--- src/design/dda_pkg.sv ---
// Shared types, constants and calendar functions for the date day arithmetic core.
// Fixed 365-day year, no leap years. No dependencies.
package dda_pkg;

    localparam int YEAR_W   = 12;
    localparam int MONTH_W  = 4;
    localparam int DAY_W    = 5;
    localparam int COUNT_W  = 16;
    localparam int SERIAL_W = 21;
    localparam int DIFF_W   = 22;
    localparam int DOY_W    = 9;
    localparam int CMD_W    = 2;

    localparam int YEAR_DAYS  = 365;
    localparam int YEAR_MAX   = 4095;
    localparam int SERIAL_LO  = YEAR_DAYS;
    localparam int SERIAL_HI  = YEAR_MAX * YEAR_DAYS + (YEAR_DAYS - 1);
    localparam int DDA_QUEUE_DEPTH = 2;

    localparam logic [CMD_W-1:0] CMD_ADD  = 2'd0;
    localparam logic [CMD_W-1:0] CMD_SUB  = 2'd1;
    localparam logic [CMD_W-1:0] CMD_DIFF = 2'd2;
    localparam logic [CMD_W-1:0] CMD_NONE = 2'd3;

    typedef struct packed {
        logic [CMD_W-1:0]    cmd;
        logic [SERIAL_W-1:0] serial;
        logic [SERIAL_W-1:0] ref_serial;
        logic [COUNT_W-1:0]  count;
        logic [YEAR_W-1:0]   year;
        logic [MONTH_W-1:0]  month;
        logic [DAY_W-1:0]    day;
    } dda_item_t;

    function automatic logic [DAY_W-1:0] month_len(input logic [MONTH_W-1:0] m);
        logic [DAY_W-1:0] len;
        case (m)
            4'd2:    len = 5'd28;
            4'd4:    len = 5'd30;
            4'd6:    len = 5'd30;
            4'd9:    len = 5'd30;
            4'd11:   len = 5'd30;
            default: len = 5'd31;
        endcase
        return len;
    endfunction

    function automatic logic [DOY_W-1:0] month_start(input logic [MONTH_W-1:0] m);
        logic [DOY_W-1:0] st;
        case (m)
            4'd2:    st = 9'd31;
            4'd3:    st = 9'd59;
            4'd4:    st = 9'd90;
            4'd5:    st = 9'd120;
            4'd6:    st = 9'd151;
            4'd7:    st = 9'd181;
            4'd8:    st = 9'd212;
            4'd9:    st = 9'd243;
            4'd10:   st = 9'd273;
            4'd11:   st = 9'd304;
            4'd12:   st = 9'd334;
            default: st = 9'd0;
        endcase
        return st;
    endfunction

    function automatic logic [MONTH_W-1:0] fix_month(input logic [MONTH_W-1:0] m);
        logic [MONTH_W-1:0] r;
        if (m == 4'd0)
            r = 4'd1;
        else if (m > 4'd12)
            r = 4'd12;
        else
            r = m;
        return r;
    endfunction

    function automatic logic [DAY_W-1:0] fix_day(input logic [DAY_W-1:0] d,
                                                  input logic [MONTH_W-1:0] m);
        logic [DAY_W-1:0] len;
        logic [DAY_W-1:0] r;
        len = month_len(m);
        if (d == 5'd0)
            r = 5'd1;
        else if (d > len)
            r = len;
        else
            r = d;
        return r;
    endfunction

    function automatic logic [SERIAL_W-1:0] serial_of(input logic [YEAR_W-1:0] y,
                                                       input logic [MONTH_W-1:0] m,
                                                       input logic [DAY_W-1:0] d);
        logic [SERIAL_W-1:0] p;
        p = SERIAL_W'(y) * SERIAL_W'(YEAR_DAYS);
        return p + SERIAL_W'(month_start(m)) + SERIAL_W'(d) - SERIAL_W'(1);
    endfunction

    // Month of a day-of-year: count month starts at or below it.
    function automatic logic [MONTH_W-1:0] month_of(input logic [DOY_W-1:0] doy);
        logic [MONTH_W-1:0] cnt;
        cnt = 4'd1;
        for (int k = 2; k <= 12; k++) begin
            if (month_start(MONTH_W'(k)) <= doy)
                cnt = cnt + 4'd1;
        end
        return cnt;
    endfunction

endpackage

--- src/design/dda_front.sv ---
// Front end: repairs the operand and reference dates and forms their serial day numbers.
// Depends on dda_pkg.
module dda_front
    import dda_pkg::*;
(
    input  logic [CMD_W-1:0]   cmd,
    input  logic [YEAR_W-1:0]  year_in,
    input  logic [MONTH_W-1:0] month_in,
    input  logic [DAY_W-1:0]   day_in,
    input  logic [COUNT_W-1:0] day_count,
    input  logic [YEAR_W-1:0]  ref_year,
    input  logic [MONTH_W-1:0] ref_month,
    input  logic [DAY_W-1:0]   ref_day,
    output dda_item_t          item
);

    logic [MONTH_W-1:0] op_month;
    logic [DAY_W-1:0]   op_day;
    logic [MONTH_W-1:0] rf_month;
    logic [DAY_W-1:0]   rf_day;

    always_comb
    begin
        op_month = fix_month(month_in);
        op_day   = fix_day(day_in, op_month);
        rf_month = fix_month(ref_month);
        rf_day   = fix_day(ref_day, rf_month);

        item.cmd        = cmd;
        item.serial     = serial_of(year_in, op_month, op_day);
        // reference serial only matters for difference
        item.ref_serial = (cmd == CMD_DIFF) ? serial_of(ref_year, rf_month, rf_day)
                                            : '0;
        item.count      = day_count;
        item.year       = year_in;
        item.month      = op_month;
        item.day        = op_day;
    end

endmodule

--- src/design/dda_queue.sv ---
// Short request queue between the front end and the back end.
// Depends on dda_pkg.
module dda_queue
    import dda_pkg::*;
#(
    parameter int DEPTH = DDA_QUEUE_DEPTH
)
(
    input  logic      clk,
    input  logic      rst_n,
    input  logic      push,
    input  dda_item_t push_item,
    input  logic      pop,
    output dda_item_t head_item,
    output logic      empty,
    output logic      full
);

    localparam int PTR_W = (DEPTH > 1) ? $clog2(DEPTH) : 1;
    localparam int CNT_W = $clog2(DEPTH + 1);

    dda_item_t          slots_reg [DEPTH];
    logic [PTR_W-1:0]   wr_ptr_reg, wr_ptr_next;
    logic [PTR_W-1:0]   rd_ptr_reg, rd_ptr_next;
    logic [CNT_W-1:0]   count_reg, count_next;

    assign empty     = (count_reg == '0);
    assign full      = (count_reg == CNT_W'(DEPTH));
    assign head_item = slots_reg[rd_ptr_reg];

    always_comb
    begin
        wr_ptr_next = wr_ptr_reg;
        rd_ptr_next = rd_ptr_reg;
        count_next  = count_reg;
        if (push)
            wr_ptr_next = (wr_ptr_reg == PTR_W'(DEPTH - 1)) ? '0 : wr_ptr_reg + 1'b1;
        if (pop)
            rd_ptr_next = (rd_ptr_reg == PTR_W'(DEPTH - 1)) ? '0 : rd_ptr_reg + 1'b1;
        if (push && !pop)
            count_next = count_reg + 1'b1;
        else if (pop && !push)
            count_next = count_reg - 1'b1;
    end

    always_ff @(posedge clk or negedge rst_n)
    begin
        if (!rst_n)
        begin
            wr_ptr_reg <= '0;
            rd_ptr_reg <= '0;
            count_reg  <= '0;
        end
        else
        begin
            wr_ptr_reg <= wr_ptr_next;
            rd_ptr_reg <= rd_ptr_next;
            count_reg  <= count_next;
        end
    end

    always_ff @(posedge clk)
    begin
        if (push)
            slots_reg[wr_ptr_reg] <= push_item;
    end

endmodule

--- src/design/dda_back.sv ---
// Back end: executes one queued request: add/subtract with saturation, split into year and
// day of year by a reciprocal multiply, month lookup, or serial difference. Depends on dda_pkg.
module dda_back
    import dda_pkg::*;
(
    input  logic                clk,
    input  logic                rst_n,
    input  dda_item_t           head_item,
    input  logic                empty,
    output logic                pop,
    output logic                done,
    output logic [YEAR_W-1:0]   year_out,
    output logic [MONTH_W-1:0]  month_out,
    output logic [DAY_W-1:0]    day_out,
    output logic [DIFF_W-1:0]   day_difference,
    output logic                range_flag
);

    localparam int QUOT_W      = YEAR_W;
    localparam int RECIP_W     = 22;
    localparam int RECIP_SHIFT = 30;
    localparam int PROD_W      = SERIAL_W + RECIP_W;
    // ceil(2^30 / 365): exact quotient for every serial up to SERIAL_HI
    localparam logic [RECIP_W-1:0] RECIP_365 = 22'd2941759;

    typedef enum logic [4:0] {
        ST_IDLE = 5'b00001,
        ST_CALC = 5'b00010,
        ST_DIV  = 5'b00100,
        ST_REM  = 5'b01000,
        ST_FIN  = 5'b10000
    } back_state_t;

    back_state_t          state_reg, state_next;
    dda_item_t            item_reg, item_next;
    logic [SERIAL_W-1:0]  work_reg, work_next;
    logic [QUOT_W-1:0]    quot_reg, quot_next;
    logic [DOY_W-1:0]     doy_reg, doy_next;
    logic                 flag_reg, flag_next;
    logic                 done_reg, done_next;
    logic [YEAR_W-1:0]    year_reg, year_next;
    logic [MONTH_W-1:0]   month_reg, month_next;
    logic [DAY_W-1:0]     day_reg, day_next;
    logic [DIFF_W-1:0]    diff_reg, diff_next;
    logic                 range_reg, range_next;

    logic [DIFF_W-1:0]    t_sum;
    logic                 t_flag;
    logic [PROD_W-1:0]    prod;
    logic [SERIAL_W-1:0]  rem_wide;
    logic [MONTH_W-1:0]   fin_month;

    assign pop            = (state_reg == ST_IDLE) && !empty;
    assign done           = done_reg;
    assign year_out       = year_reg;
    assign month_out      = month_reg;
    assign day_out        = day_reg;
    assign day_difference = diff_reg;
    assign range_flag     = range_reg;

    always_comb
    begin
        state_next = state_reg;
        item_next  = item_reg;
        work_next  = work_reg;
        quot_next  = quot_reg;
        doy_next   = doy_reg;
        flag_next  = flag_reg;
        done_next  = 1'b0;
        year_next  = year_reg;
        month_next = month_reg;
        day_next   = day_reg;
        diff_next  = diff_reg;
        range_next = range_reg;

        // target serial for add and subtract, saturated to the legal range
        t_flag = 1'b0;
        if (item_reg.cmd == CMD_ADD)
            t_sum = DIFF_W'(item_reg.serial) + DIFF_W'(item_reg.count);
        else if (item_reg.serial < SERIAL_W'(item_reg.count))
        begin
            t_sum  = '0;
            t_flag = 1'b1;
        end
        else
            t_sum = DIFF_W'(item_reg.serial) - DIFF_W'(item_reg.count);
        if (t_sum < DIFF_W'(SERIAL_LO))
        begin
            t_sum  = DIFF_W'(SERIAL_LO);
            t_flag = 1'b1;
        end
        if (t_sum > DIFF_W'(SERIAL_HI))
        begin
            t_sum  = DIFF_W'(SERIAL_HI);
            t_flag = 1'b1;
        end

        // year by reciprocal multiply, day of year from the registered quotient
        prod      = PROD_W'(work_reg) * PROD_W'(RECIP_365);
        rem_wide  = work_reg - SERIAL_W'(quot_reg) * SERIAL_W'(YEAR_DAYS);
        fin_month = month_of(doy_reg);

        case (state_reg)
            ST_IDLE:
            begin
                if (!empty)
                begin
                    item_next  = head_item;
                    state_next = ST_CALC;
                end
            end
            ST_CALC:
            begin
                if (item_reg.cmd == CMD_ADD || item_reg.cmd == CMD_SUB)
                begin
                    work_next  = t_sum[SERIAL_W-1:0];
                    flag_next  = t_flag;
                    state_next = ST_DIV;
                end
                else
                begin
                    year_next  = item_reg.year;
                    month_next = item_reg.month;
                    day_next   = item_reg.day;
                    diff_next  = (item_reg.cmd == CMD_DIFF)
                               ? DIFF_W'(item_reg.serial) - DIFF_W'(item_reg.ref_serial)
                               : '0;
                    range_next = 1'b0;
                    done_next  = 1'b1;
                    state_next = ST_IDLE;
                end
            end
            ST_DIV:
            begin
                quot_next  = prod[RECIP_SHIFT +: QUOT_W];
                state_next = ST_REM;
            end
            ST_REM:
            begin
                doy_next   = rem_wide[DOY_W-1:0];
                state_next = ST_FIN;
            end
            ST_FIN:
            begin
                year_next  = quot_reg;
                month_next = fin_month;
                day_next   = DAY_W'(doy_reg - month_start(fin_month) + DOY_W'(1));
                diff_next  = '0;
                range_next = flag_reg;
                done_next  = 1'b1;
                state_next = ST_IDLE;
            end
            default:
            begin
                state_next = ST_IDLE;
            end
        endcase
    end

    always_ff @(posedge clk or negedge rst_n)
    begin
        if (!rst_n)
        begin
            state_reg <= ST_IDLE;
            done_reg  <= 1'b0;
        end
        else
        begin
            state_reg <= state_next;
            done_reg  <= done_next;
        end
    end

    always_ff @(posedge clk)
    begin
        item_reg  <= item_next;
        work_reg  <= work_next;
        quot_reg  <= quot_next;
        doy_reg   <= doy_next;
        flag_reg  <= flag_next;
        year_reg  <= year_next;
        month_reg <= month_next;
        day_reg   <= day_next;
        diff_reg  <= diff_next;
        range_reg <= range_next;
    end

endmodule

--- src/design/date_day_arithmetic_core.sv ---
// Date day arithmetic core, 365-day year. A request is taken whenever the queue has room.
// Add/subtract: the request passes from the queue through the back-end states CALC, DIV, REM
// and FIN to the result strobe (reciprocal multiply for the year, remainder, month lookup).
// Difference and unused command: through CALC only. done is a one-cycle strobe.
// Asynchronous active-low reset empties the queue and idles the back end.
module date_day_arithmetic_core
    import dda_pkg::*;
#(
    parameter int QUEUE_DEPTH = DDA_QUEUE_DEPTH
)
(
    input  logic                 clk,
    input  logic                 rst_n,
    input  logic                 start,
    output logic                 busy,
    input  logic [CMD_W-1:0]     cmd,
    input  logic [YEAR_W-1:0]    year_in,
    input  logic [MONTH_W-1:0]   month_in,
    input  logic [DAY_W-1:0]     day_in,
    input  logic [COUNT_W-1:0]   day_count,
    input  logic [YEAR_W-1:0]    ref_year,
    input  logic [MONTH_W-1:0]   ref_month,
    input  logic [DAY_W-1:0]     ref_day,
    output logic                 done,
    output logic [YEAR_W-1:0]    year_out,
    output logic [MONTH_W-1:0]   month_out,
    output logic [DAY_W-1:0]     day_out,
    output logic [DIFF_W-1:0]    day_difference,
    output logic                 range_flag
);

    dda_item_t front_item;
    dda_item_t head_item;
    logic      q_push;
    logic      q_pop;
    logic      q_empty;
    logic      q_full;

    assign busy   = q_full;
    assign q_push = start && !q_full;

    dda_front u_front
    (
        .cmd       (cmd),
        .year_in   (year_in),
        .month_in  (month_in),
        .day_in    (day_in),
        .day_count (day_count),
        .ref_year  (ref_year),
        .ref_month (ref_month),
        .ref_day   (ref_day),
        .item      (front_item)
    );

    dda_queue #(
        .DEPTH (QUEUE_DEPTH)
    ) u_queue
    (
        .clk       (clk),
        .rst_n     (rst_n),
        .push      (q_push),
        .push_item (front_item),
        .pop       (q_pop),
        .head_item (head_item),
        .empty     (q_empty),
        .full      (q_full)
    );

    dda_back u_back
    (
        .clk            (clk),
        .rst_n          (rst_n),
        .head_item      (head_item),
        .empty          (q_empty),
        .pop            (q_pop),
        .done           (done),
        .year_out       (year_out),
        .month_out      (month_out),
        .day_out        (day_out),
        .day_difference (day_difference),
        .range_flag     (range_flag)
    );

    a_done_single: assert property (@(posedge clk) disable iff (!rst_n)
        done |=> !done)
        else $error("result strobe held for two cycles");

    a_sat_year: assert property (@(posedge clk) disable iff (!rst_n)
        (done && range_flag) |-> (year_out == YEAR_W'(1) || year_out == YEAR_W'(YEAR_MAX)))
        else $error("saturated result not at year limit");

    a_diff_noflag: assert property (@(posedge clk) disable iff (!rst_n)
        (done && day_difference != '0) |-> !range_flag)
        else $error("difference result carries range flag");

    a_date_legal: assert property (@(posedge clk) disable iff (!rst_n)
        done |-> (month_out != '0 && month_out <= MONTH_W'(12) && day_out != '0))
        else $error("result date out of range");

    a_pop_nonempty: assert property (@(posedge clk) disable iff (!rst_n)
        q_pop |-> !q_empty)
        else $error("back end popped an empty queue");

endmodule

--- config.mk ---
export PLATFORM = sky130hd
export DESIGN_NAME = date_day_arithmetic_core
export DESIGN_NICKNAME = d
export VERILOG_FILES = /design/src/design/dda_pkg.sv /design/src/design/dda_front.sv /design/src/design/dda_queue.sv /design/src/design/dda_back.sv /design/src/design/date_day_arithmetic_core.sv
export SDC_FILE = /design/constraint.sdc
export NUM_CORES = 1
export LEC_CHECK = 0
export ABC_AREA = 1
export ABC_CLOCK_PERIOD_IN_PS = 16850
export BUFFER_PORTS_ARGS = -buffer_cell sky130_fd_sc_hd__buf_2
export CAP_MARGIN = 20
export CORE_MARGIN = 4
export CORE_UTILIZATION = 45
export CTS_CLUSTER_DIAMETER = 40
export DETAILED_ROUTE_END_ITERATION = 6
export PLACE_DENSITY_LB_ADDON = 0.1
export SLEW_MARGIN = 20
export SYNTH_ARGS = -nofsm -noshare
export SYNTH_HDL_FRONTEND = slang
export SYNTH_SLANG_ARGS = --single-unit
--- constraint.sdc ---
create_clock -name clk -period 16.85 [get_ports clk]
set_input_delay 0 -clock clk [delete_from_list [all_inputs] [get_ports clk]]
set_output_delay 0 -clock clk [all_outputs]
set_load 0.005 [all_outputs]
# Word level (Yosys, flattened, before mapping)
# Memory sizes are Yosys's and may differ from the RTL's. A register that Yosys moved wholly into a read port is not among the register bits.
# Index checks and enable logic that the tools add are counted.
# op_classes
div	0
magnitude_cmp	18
reduce_logical	23
n_eq_ne	21
n_addsub	26
shift	0
mul	4
mux	50
bitwise	1
# ops
op	n
$mux W22	5
$mux W4	15
$pmux W22 S2	1
$add A21 B5 Y21	2
$add A21 B9 Y21	2
$mul A12 B9 Y21 const B	2
$mul A21 B22 Y42 const B	1
$sub A21 B1 Y21 const B	2
$add A4 B1 Y4 const B	9
$le A8 B9 Y1 const A	4
$mux W5	7
$le A9 B9 Y1 const A	3
$pmux W12 S2	1
$add A21 B16 Y22	1
$gt A22 B21 Y1 const B	1
$lt A22 B9 Y1 const B	1
$sub A21 B16 Y22	1
$sub A21 B21 Y22	1
$lt A21 B16 Y1	1
$mux W21	1
$pmux W5 S4	1
$le A7 B9 Y1 const A	2
$eq A4 B3 Y1 const B	4
$eq A4 B4 Y1 const B	4
other kinds (40)	71
# totals
memories	4
wordCells	161
out_inout_bits	46
regBits	97
mem_bits_rw	162
mem_bits_ro	432
latchBits	0
# mem_list
name	words	width	rd	rd_ports_with_merged_regs	write_ports	line	rtl
u_queue.slots_reg	2	81	1	1	1	dda_queue.sv:22	dda_item_t slots_reg [DEPTH];
(no name shown)	16	9	1	0	0	dda_pkg.sv:50	case (m)
(no name shown)	16	9	1	0	0	dda_pkg.sv:50	
(no name shown)	16	9	1	0	0	dda_pkg.sv:50	

# Depth between registers and ports, before layout
# Gate-level depths: netlist (run 1).
# An unclocked memory read counts as a cell.
# logic_depth
ltp_word	27
ltp_mapped	50

# By module
# Synthesis (run 1) repeated with hierarchy kept, for this count alone.
# hier_totals
cells_unflattened	3423
hier_area_um2	33688.6
# by_module_without_submodules
module	seq_area_each_um2	area_per_inst_um2	cells_each	instances
dda_back	5196.2	19414.9	2096	1
dda_front	0.0	7812.5	1048	1
dda_queue	4964.8	6451.2	277	1
date_day_arithmetic_core	0.0	10.0	2	1

# Worst setup path before layout (run 1)
# OpenSTA, ideal clock, no wires.
# synth_timing
kind	reg-to-reg
startpoint	register u_back.doy_reg[8]
endpoint	register u_back.day_reg[4] (netlist: u_back.day_out[4]) (data pin)
path_stages_with_launch	40
setup_time_ns	0.253
slack_ns	10.446
required_ns	16.597
t_arrival_ns	6.151
path_buffers	0
cell_sequence	edfxtp_1 > inv_2 > nand2_1 > a21oi_1 > fa_1 > inv_1 > nand3_1 > nand2_4 > inv_2 > ha_1 > or2_1 > nand3_1 > nand3_1 > nand3_1 > nand2_1 > ha_1 > or2_2 > nand2_1 > [... 4 more ...] > or2_2 > nand2_1 > inv_1 > nand2_1 > nand3_1 > nand2_1 > inv_1 > ha_1 > a21oi_2 > o21bai_1 > ha_1 > ha_1 > a21oi_1 > nand2_1 > xor2_1 > nand3_1 > nand3_1 > nand2_1
# synth_between
elab_chain_cells	27
elab_cells_between_ends	37
classes_between	add/sub: 12; order compare: 11; mux: 13; memory: 1
# synth_lines
element	line	rtl
from (decl)	dda_back.sv:38	logic [DOY_W-1:0] doy_reg, doy_next;
from (signal assigned)	dda_back.sv:179	doy_reg <= doy_next;
$le A5 B9 Y1	dda_pkg.sv:105	if (month_start(MONTH_W'(k)) <= doy)
$mux W2	dda_pkg.sv:105	
$add A2 B1 Y3	dda_pkg.sv:106	cnt = cnt + 4'd1;
$mux W4	dda_pkg.sv:105	
$add A4 B1 Y4	dda_pkg.sv:106	
$mux W4	dda_pkg.sv:105	
$add A4 B1 Y4	dda_pkg.sv:106	
$mux W4	dda_pkg.sv:105	
[... 12 more ...]	n/a	
$add A4 B1 Y4	dda_pkg.sv:106	
$mux W4 (*)	dda_pkg.sv:105	
$mem_v2 Z16 W9 (*)	n/a	
$mux W5 (*)	dda_back.sv:103	case (state_reg)
$sub A5 B5 Y5 (*)	dda_back.sv:147	day_next = DAY_W'(doy_reg - month_start(fin_month) + DOY_W'(1));
$add A5 B1 Y5 (*)	dda_back.sv:147	
$pmux W5 S2 (*)	dda_back.sv:103	
via u_back.day_next[4]	dda_back.sv:43	logic [DAY_W-1:0] day_reg, day_next;
to (signal assigned)	dda_back.sv:183	day_reg <= day_next;
to (decl)	dda_back.sv:43	
# The timed path passes the listed nets; every way through them passes the cells marked *. The select of a mux whose other input is x is not followed.
# A chain may end at the register's enable or synchronous reset.

# Final worst setup path (run 1)
# layout_timing
startpoint	register u_back.doy_reg[4]
endpoint	register u_back.day_reg[4] (netlist: u_back.day_out[4]) (data pin)
# layout_between
elab_chain_cells	27
elab_cells_between_ends	37
classes_between	add/sub: 12; order compare: 11; mux: 13; memory: 1
# layout_lines
element	line
$le A5 B9 Y1	dda_pkg.sv:105
$mux W2	dda_pkg.sv:105
$add A2 B1 Y3	dda_pkg.sv:106
$mux W4	dda_pkg.sv:105
$add A4 B1 Y4	dda_pkg.sv:106
$mux W4	dda_pkg.sv:105
$add A4 B1 Y4	dda_pkg.sv:106
$mux W4	dda_pkg.sv:105
[... 12 more ...]	n/a
$add A4 B1 Y4	dda_pkg.sv:106
$mux W4	dda_pkg.sv:105
$mem_v2 Z16 W9	n/a
$mux W5	dda_back.sv:103
$sub A5 B5 Y5 (*)	dda_back.sv:147
$add A5 B1 Y5 (*)	dda_back.sv:147
$pmux W5 S2 (*)	dda_back.sv:103
via u_back.day_next[4]	dda_back.sv:43
# Marks and branches as above.

==> results of run 1 <==
## per-layer routing
layer,up-vias,global-route usage,wire [um]
li1,10900,-,-
met5,-,0,0
met2,374,0.367,38200
met4,0,0.0645,2580
met1,10900,0.247,31600
met3,115,0.0212,2230
## area by class of cell
| class | count | area, um^2 |
|---|---|---|
| fillers | 6573 | 35200 |
| flip-flops and latches | 340 | 10200 |
| multi-input cells | 2163 | 19500 |
| inverters | 725 | 2720 |
| clock buffers | 50 | 1220 |
| clock inverters | 39 | 539 |
| repair buffers | 159 | 1030 |
| well taps | 950 | 1190 |
## synthesized netlist by cell type, types with 3 or more instances
cell,count
ha_1,466
clkbuf_1,33
or2_2,11
o22ai_1,6
edfxtp_1,330
fa_1,310
nand4_1,22
inv_1,717
o21bai_1,13
mux2_2,81
a21oi_1,158
nor2_1,172
o21ai_1,4
nor2_4,3
xor2_1,64
buf_2,4
dfrtp_1,9
a221oi_1,7
o21ai_0,106
a211oi_1,7
a21o_1,9
nand3_1,111
nand3b_1,11
a31oi_1,6
nor4_1,10
nand3_2,8
xnor2_1,32
nand2_1,452
a21boi_0,4
inv_2,8
nor3_1,28
o21a_1,12
o211ai_1,8
nand2_2,22
## worst register-to-register path, delay by kind of cell (launching register included)
family	cells	cell delay, ns
flops	1	0.51
buf+inv	5	0.54
simple gates	24	2.53
xor+xnor	1	0.18
compound gates	4	0.90
fa+ha+maj	7	2.31
## cells in the final DEF, fill, tap and decap left out, drive strengths merged, types with 10 or more instances in the layout
master       netlist  final
a21oi            159    159
o21a              12     12
mux2              81     81
ha               466    466
o21ai            111    111
clkbuf            33     50
nor2             176    176
or2               13     13
nor3              28     28
nor4              10     10
inv              725    741
nand3b            11     11
fa               310    310
nand4             22     22
edfxtp           330    330
dlygate4sd3        0     43
clkinv             0     15
xor2              64     64
o21bai            13     13
nand3            119    119
xnor2             32     32
nand2            476    476
buf                6    116
## path summary, 6_finish.rpt
check / slack [ns] / start / cells past startpoint / endpoint
max in group asynchronous: 15.39 / rst_n / 4 / u_queue.rd_ptr_reg
min: 0.13 / start / 5 / u_queue.wr_ptr_reg
min reg2reg: 0.51 / u_queue.count_reg[0] / 1 / u_queue.count_reg[0]
min in group asynchronous: 0.50 / rst_n / 3 / u_back.state_reg[0]
max: 9.65 / u_back.doy_reg[4] / 41 / u_back.day_out[4]
max reg2reg: 9.65 / u_back.doy_reg[4] / 41 / u_back.day_out[4]
## metrics by stage
step	setup slack [ns]	utilization	area, um^2	hold WS [ns]
final	9.65	0.508	36400	0.128
after CTS	9.62	0.508	36400	0.0992
after global routing	8.95	0.508	36400	0.123
after detailed placement	9.64	0.478	34200	-0.112
after floorplan	10.45	-	32500	-0.296
after global placement	9.87	0.477	34200	-0.109
## cells by family after synthesis
group	Yosys count	share of synthesized area
flops	340	0.312
simple gates	860	0.114
mux	81	0.0280
compound gates	350	0.0607
buf+inv	764	0.0886
fa+ha+maj	776	0.370
xor+xnor	96	0.0259
## timing repair
item	4_1_cts	5_1_grt
buffers inserted	0	0
hold buffers	43	0
setup endpoints to repair	0	0
hold endpoints to repair	88	0
==> summary.md, run 1 <==
| Metric | Value |
|---|---|
| TritonRoute pass-1 iters | `6` |
| Final setup TNS | `0 ns` |
| Leading post-synthesis cells by cell area | `edfxtp_1 (30%), fa_1 (19%), ha_1 (18%)` |
| Clock slew at reported path FFs | `0.06 ns` |
| Syn Std Cell Area | `32500 um^2` |
| Final setup fails | `0` |
| Most used DFF post-synth | `edfxtp_1` |
| CTS root buf | `clkbuf_16` |
| I/O Buffers | `108` |
| Max reg flops | `162` |
| Routed vias/inst | `5.03` |
| Detailed Route WL | `74.6 mm` |
| Post-CTS sizing | `0` |
| Worst path top cell family by delay | `simple AND/OR/NAND/NOR gates` |
| Total number of vias | `22300` |
| Mapped Cells | `3267` |
| Maximum clock frequency | `139 MHz` |
| Slowest stage cell, crit path | `fa_1` |
| Least-Margin Pin Slew | `1.11 ns` |
| Worst path max stage delay | `0.58 ns` |
| WL/cell | `16.9 um` |
| Worst Path Arrival | `7.53 ns` |
| Worst Clk Skew | `0.0178 ns` |
| Distinct cell type count after synthesis | `51` |
| Vias in the first global route | `24200` |
| CP Launch Type | `flip-flop` |
| ANT nets after route | `0` |
| Total of max-cap violations | `0` |
| Largest net degree at the start of global routing | `72` |
| Tmin final | `7.20 ns` |
| Synth Area per Inst | `9.95 um^2` |
| Seq/Total Area, Yosys | `0.312` |
| Die width | `277 um` |
| Clk_lat worst skew | `0.58 ns` |
| Cts bufs inserted | `48` |
| Diodes inserted | `0` |
| #FFs+latches synth | `340` |
| Core ar. | `71600 um^2` |
| GRT Util Overall | `0.200` |
| Initial drt markers | `1219` |
| RD Place Congestion | `0.926` |
| Synth Net Count | `4106` |
| Initial Util | `0.454` |
| Placed Cells incl. Taps | `4294` |
| Boundary Pins | `109` |
| Post-synth EDFFs | `330` |
| Yosys top cell by area | `edfxtp_1` |
| Post-route DRC violation count | `0` |
| Fin. Hold Viols | `0` |
| Worst Hold Class | `input pin to flip-flop` |
| Async SR Flop Fraction | `0.0294` |
| Worst setup path category | `flip-flop to flip-flop` |
| Htree depth | `2` |
| CTS tree | `done` |
| Total grt overflow | `0` |
| Die Y | `277 um` |
| DIE AREA | `76600 um^2` |
| Crit. End Element | `flip-flop` |
| Initial antenna violation count | `0` |
| P&R area growth vs syn | `11.9%` |
| Layout cells sized above 1 | `0.101` |
| Status | `complete, no violations` |
| Final Max Tran Viols | `0` |
| WP data required | `17.19 ns` |
| Slew HR | `0.255` |
| Dominant cell type by count on the critical path | `nand2_1` |
| RSZ-0062 raised after global routing | `false` |
| # nets final | `4276` |
| Num rows | `98` |
| Crit path buf inv count | `5` |
| Post-DP HPWL | `61.7 mm` |
| Synth top area share | `0.305` |
| Clock Sinks | `340` |
| CTS Buffer Depth | `3` |
| Non-Filler Instances | `4426` |
| First-pass GRT wire length | `124 mm` |
| Ys Warns | `0` |
| Fin crit share | `0.427` |
| Crit Path Max Fanout | `8` |
Power of run 1 is not shown: default switching activity piles up to over one toggle a cycle in this logic, so the estimate is an artifact.
==> run 2: changes to the inputs <==
--- a/config.mk
+++ b/config.mk
@@ -6,7 +6,7 @@
 export NUM_CORES = 1
 export LEC_CHECK = 0
 export ABC_AREA = 1
-export ABC_CLOCK_PERIOD_IN_PS = 16850
+export ABC_CLOCK_PERIOD_IN_PS = 7400
 export BUFFER_PORTS_ARGS = -buffer_cell sky130_fd_sc_hd__buf_2
 export CAP_MARGIN = 20
 export CORE_MARGIN = 4
==> constraint.sdc (replaced) <==
create_clock -name clk -period 7.4 [get_ports clk]
set_input_delay 0 -clock clk [delete_from_list [all_inputs] [get_ports clk]]
set_output_delay 0 -clock clk [all_outputs]
set_load 0.005 [all_outputs]
==> run 2 against run 1 <==
Fmax is 4.3% higher. Hold slack worse by 0.032 ns. Register-to-register slack worse by 9.2 ns. Non-clock buffer count is 17 higher. Routed wire length is 1.6% higher. Critical path type unchanged.
==> summary.md, run 2 (synthesis gave the netlist of run 1 again) <==
| Metric | Value |
|---|---|
| Status | `complete, no violations` |
| Total number of vias | `22400 (+0.61%)` |
| Core ar. | `71600 um^2 (unchanged)` |
| Worst Clk Skew | `0.0313 ns (+0.0135 ns)` |
| Final Max Tran Viols | `0 (unchanged)` |
| Diodes inserted | `0 (unchanged)` |
| Htree depth | `2 (unchanged)` |
| Maximum clock frequency | `145 MHz (+4.3%)` |
| # nets final | `4293 (+0.40%)` |
| CP Launch Type | `flip-flop` |
| Total of max-cap violations | `0 (unchanged)` |
| WP data required | `7.75 ns (-9.44 ns)` |
| Most frequent cells in the layout | `inv_1 (715), ha_1 (466), nand2_1 (448)` |
| Tmin final | `6.90 ns (-0.297 ns)` |
| Post-route DRC violation count | `0 (unchanged)` |
| WL/cell | `17.1 um (+1.2%)` |
| Detailed Route WL | `75.9 mm (+1.6%)` |
| Initial antenna violation count | `0 (unchanged)` |
| Least-Margin Pin Slew | `1.04 ns (-0.0744 ns)` |
| ANT nets after route | `0 (unchanged)` |
| Boundary Pins | `109 (unchanged)` |
| Worst path max stage delay | `0.55 ns (-0.03 ns)` |
| Initial Util | `0.454 (unchanged)` |
| Die Y | `277 um (unchanged)` |
| Die width | `277 um (unchanged)` |
| Initial drt markers | `995 (-18%)` |
| RD Place Congestion | `0.950 (+2.5%)` |
| Worst setup path category | `flip-flop to flip-flop` |
| Dominant cell type by count on the critical path | `nand2_1` |
| I/O Buffers | `108 (unchanged)` |
| Fin crit share | `0.932 (+0.505)` |
| CTS root buf | `clkbuf_16` |
| Cts bufs inserted | `48 (unchanged)` |
| Final setup fails | `0 (unchanged)` |
| DIE AREA | `76600 um^2 (unchanged)` |
| Slowest stage cell, crit path | `fa_1` |
| Vias in the first global route | `24300 (+0.28%)` |
| Largest net degree at the start of global routing | `72 (unchanged)` |
| Slew HR | `0.308 (+0.0524)` |
| Total grt overflow | `0 (unchanged)` |
| Final Cell Area | `36500 um^2 (+0.24%)` |
| Clock slew at reported path FFs | `0.06 ns (about the same)` |
| TritonRoute pass-1 iters | `7 (+1)` |
| Routed vias/inst | `5.04 (+0.20%)` |
| Worst Hold Class | `input pin to flip-flop` |
| Most common cell after layout, fill and taps aside | `inv_1` |
| Num rows | `98 (unchanged)` |
| First-pass GRT wire length | `125 mm (+0.49%)` |
| Max reg flops | `162 (unchanged)` |
| GRT Util Overall | `0.201 (+0.00141)` |
| Crit Path Max Fanout | `6 (-2)` |
| Clock Sinks | `340 (unchanged)` |
| Clk_lat worst skew | `0.59 ns (about the same)` |
| Fin. Hold Viols | `0 (unchanged)` |
| Final setup TNS | `0 ns (unchanged)` |
| Layout cells sized above 1 | `0.106 (+0.00520)` |
| CTS tree | `done` |
| Placed cell areas | `34200 um^2 (about the same)` |
| Crit. End Element | `flip-flop` |
| P&R area growth vs syn | `12.2%` |
| Placed Cells incl. Taps | `4297 (+0.070%)` |
| Worst Path Arrival | `7.25 ns (-0.28 ns)` |
| Post-DP HPWL | `62.2 mm (+0.79%)` |
| Non-Filler Instances | `4444 (+0.41%)` |
| CTS Buffer Depth | `3 (unchanged)` |
==> run 2: final cells by class <==
| class | count | area (um^2) |
|---|---|---|
| clock buffer | 59 | 1300 |
| multi-input combinational | 2163 | 19600 |
| clock inverter | 31 | 377 |
| fill | 6640 | 35100 |
| timing repair buffer | 176 | 1160 |
| tap | 950 | 1190 |
| sequential | 340 | 10200 |
| inverter | 725 | 2730 |
==> run 2: path summary, 6_finish.rpt <==
path | startpoint | to | slack (ns) | depth (start not counted)
worst max-delay path | u_back.doy_reg[1] | u_back.day_out[4] | 0.50 | 41
worst max register to register | u_back.doy_reg[1] | u_back.day_out[4] | 0.50 | 41
worst min register to register | u_back.item_reg[0] | u_back.day_out[0] | 0.52 | 2
worst min-delay path | start | u_queue.wr_ptr_reg | 0.1 | 5
min in group asynchronous | rst_n | u_back.state_reg[0] | 0.48 | 3
max in group asynchronous | rst_n | u_queue.rd_ptr_reg | 5.96 | 4
==> run 2: per-layer routing <==
metal	routed length, um	up-vias	global-route usage
met4	2210	0	0.0550
met5	0	-	0
met2	39400	344	0.374
met1	32400	11000	0.251
met3	1880	118	0.0175
li1	-	11000	-
==> run 2: stage by stage <==
step                      setup WS (ns)   util  hold slack, ns
after detailed placement          0.249  0.478          -0.106
after global placement            0.457  0.478          -0.109
final                             0.501  0.509          0.0962
after floorplan                   0.996      -          -0.296
after CTS                         0.232  0.507          0.0645
after global routing          -0.000404  0.509           0.127
==> run 2: worst max-delay path: cells and delay by family, from the launching register on <==
| kind | cells | cell delay (ns) |
|---|---|---|
| xor+xnor | 1 | 0.18 |
| compound gates | 4 | 0.74 |
| simple gates | 25 | 2.68 |
| buf+inv | 4 | 0.32 |
| fa+ha+maj | 7 | 2.30 |
| flops | 1 | 0.42 |
==> run 2: timing repair <==
action / CTS / global route
setup buffers: 0 / 13
endpoints found under the setup margin: 0 / 3
hold buffers: 43 / 0
hold endpoints to repair: 88 / 0
gates resized for setup: 0 / 11
Power of run 2 is left out for the same reason.
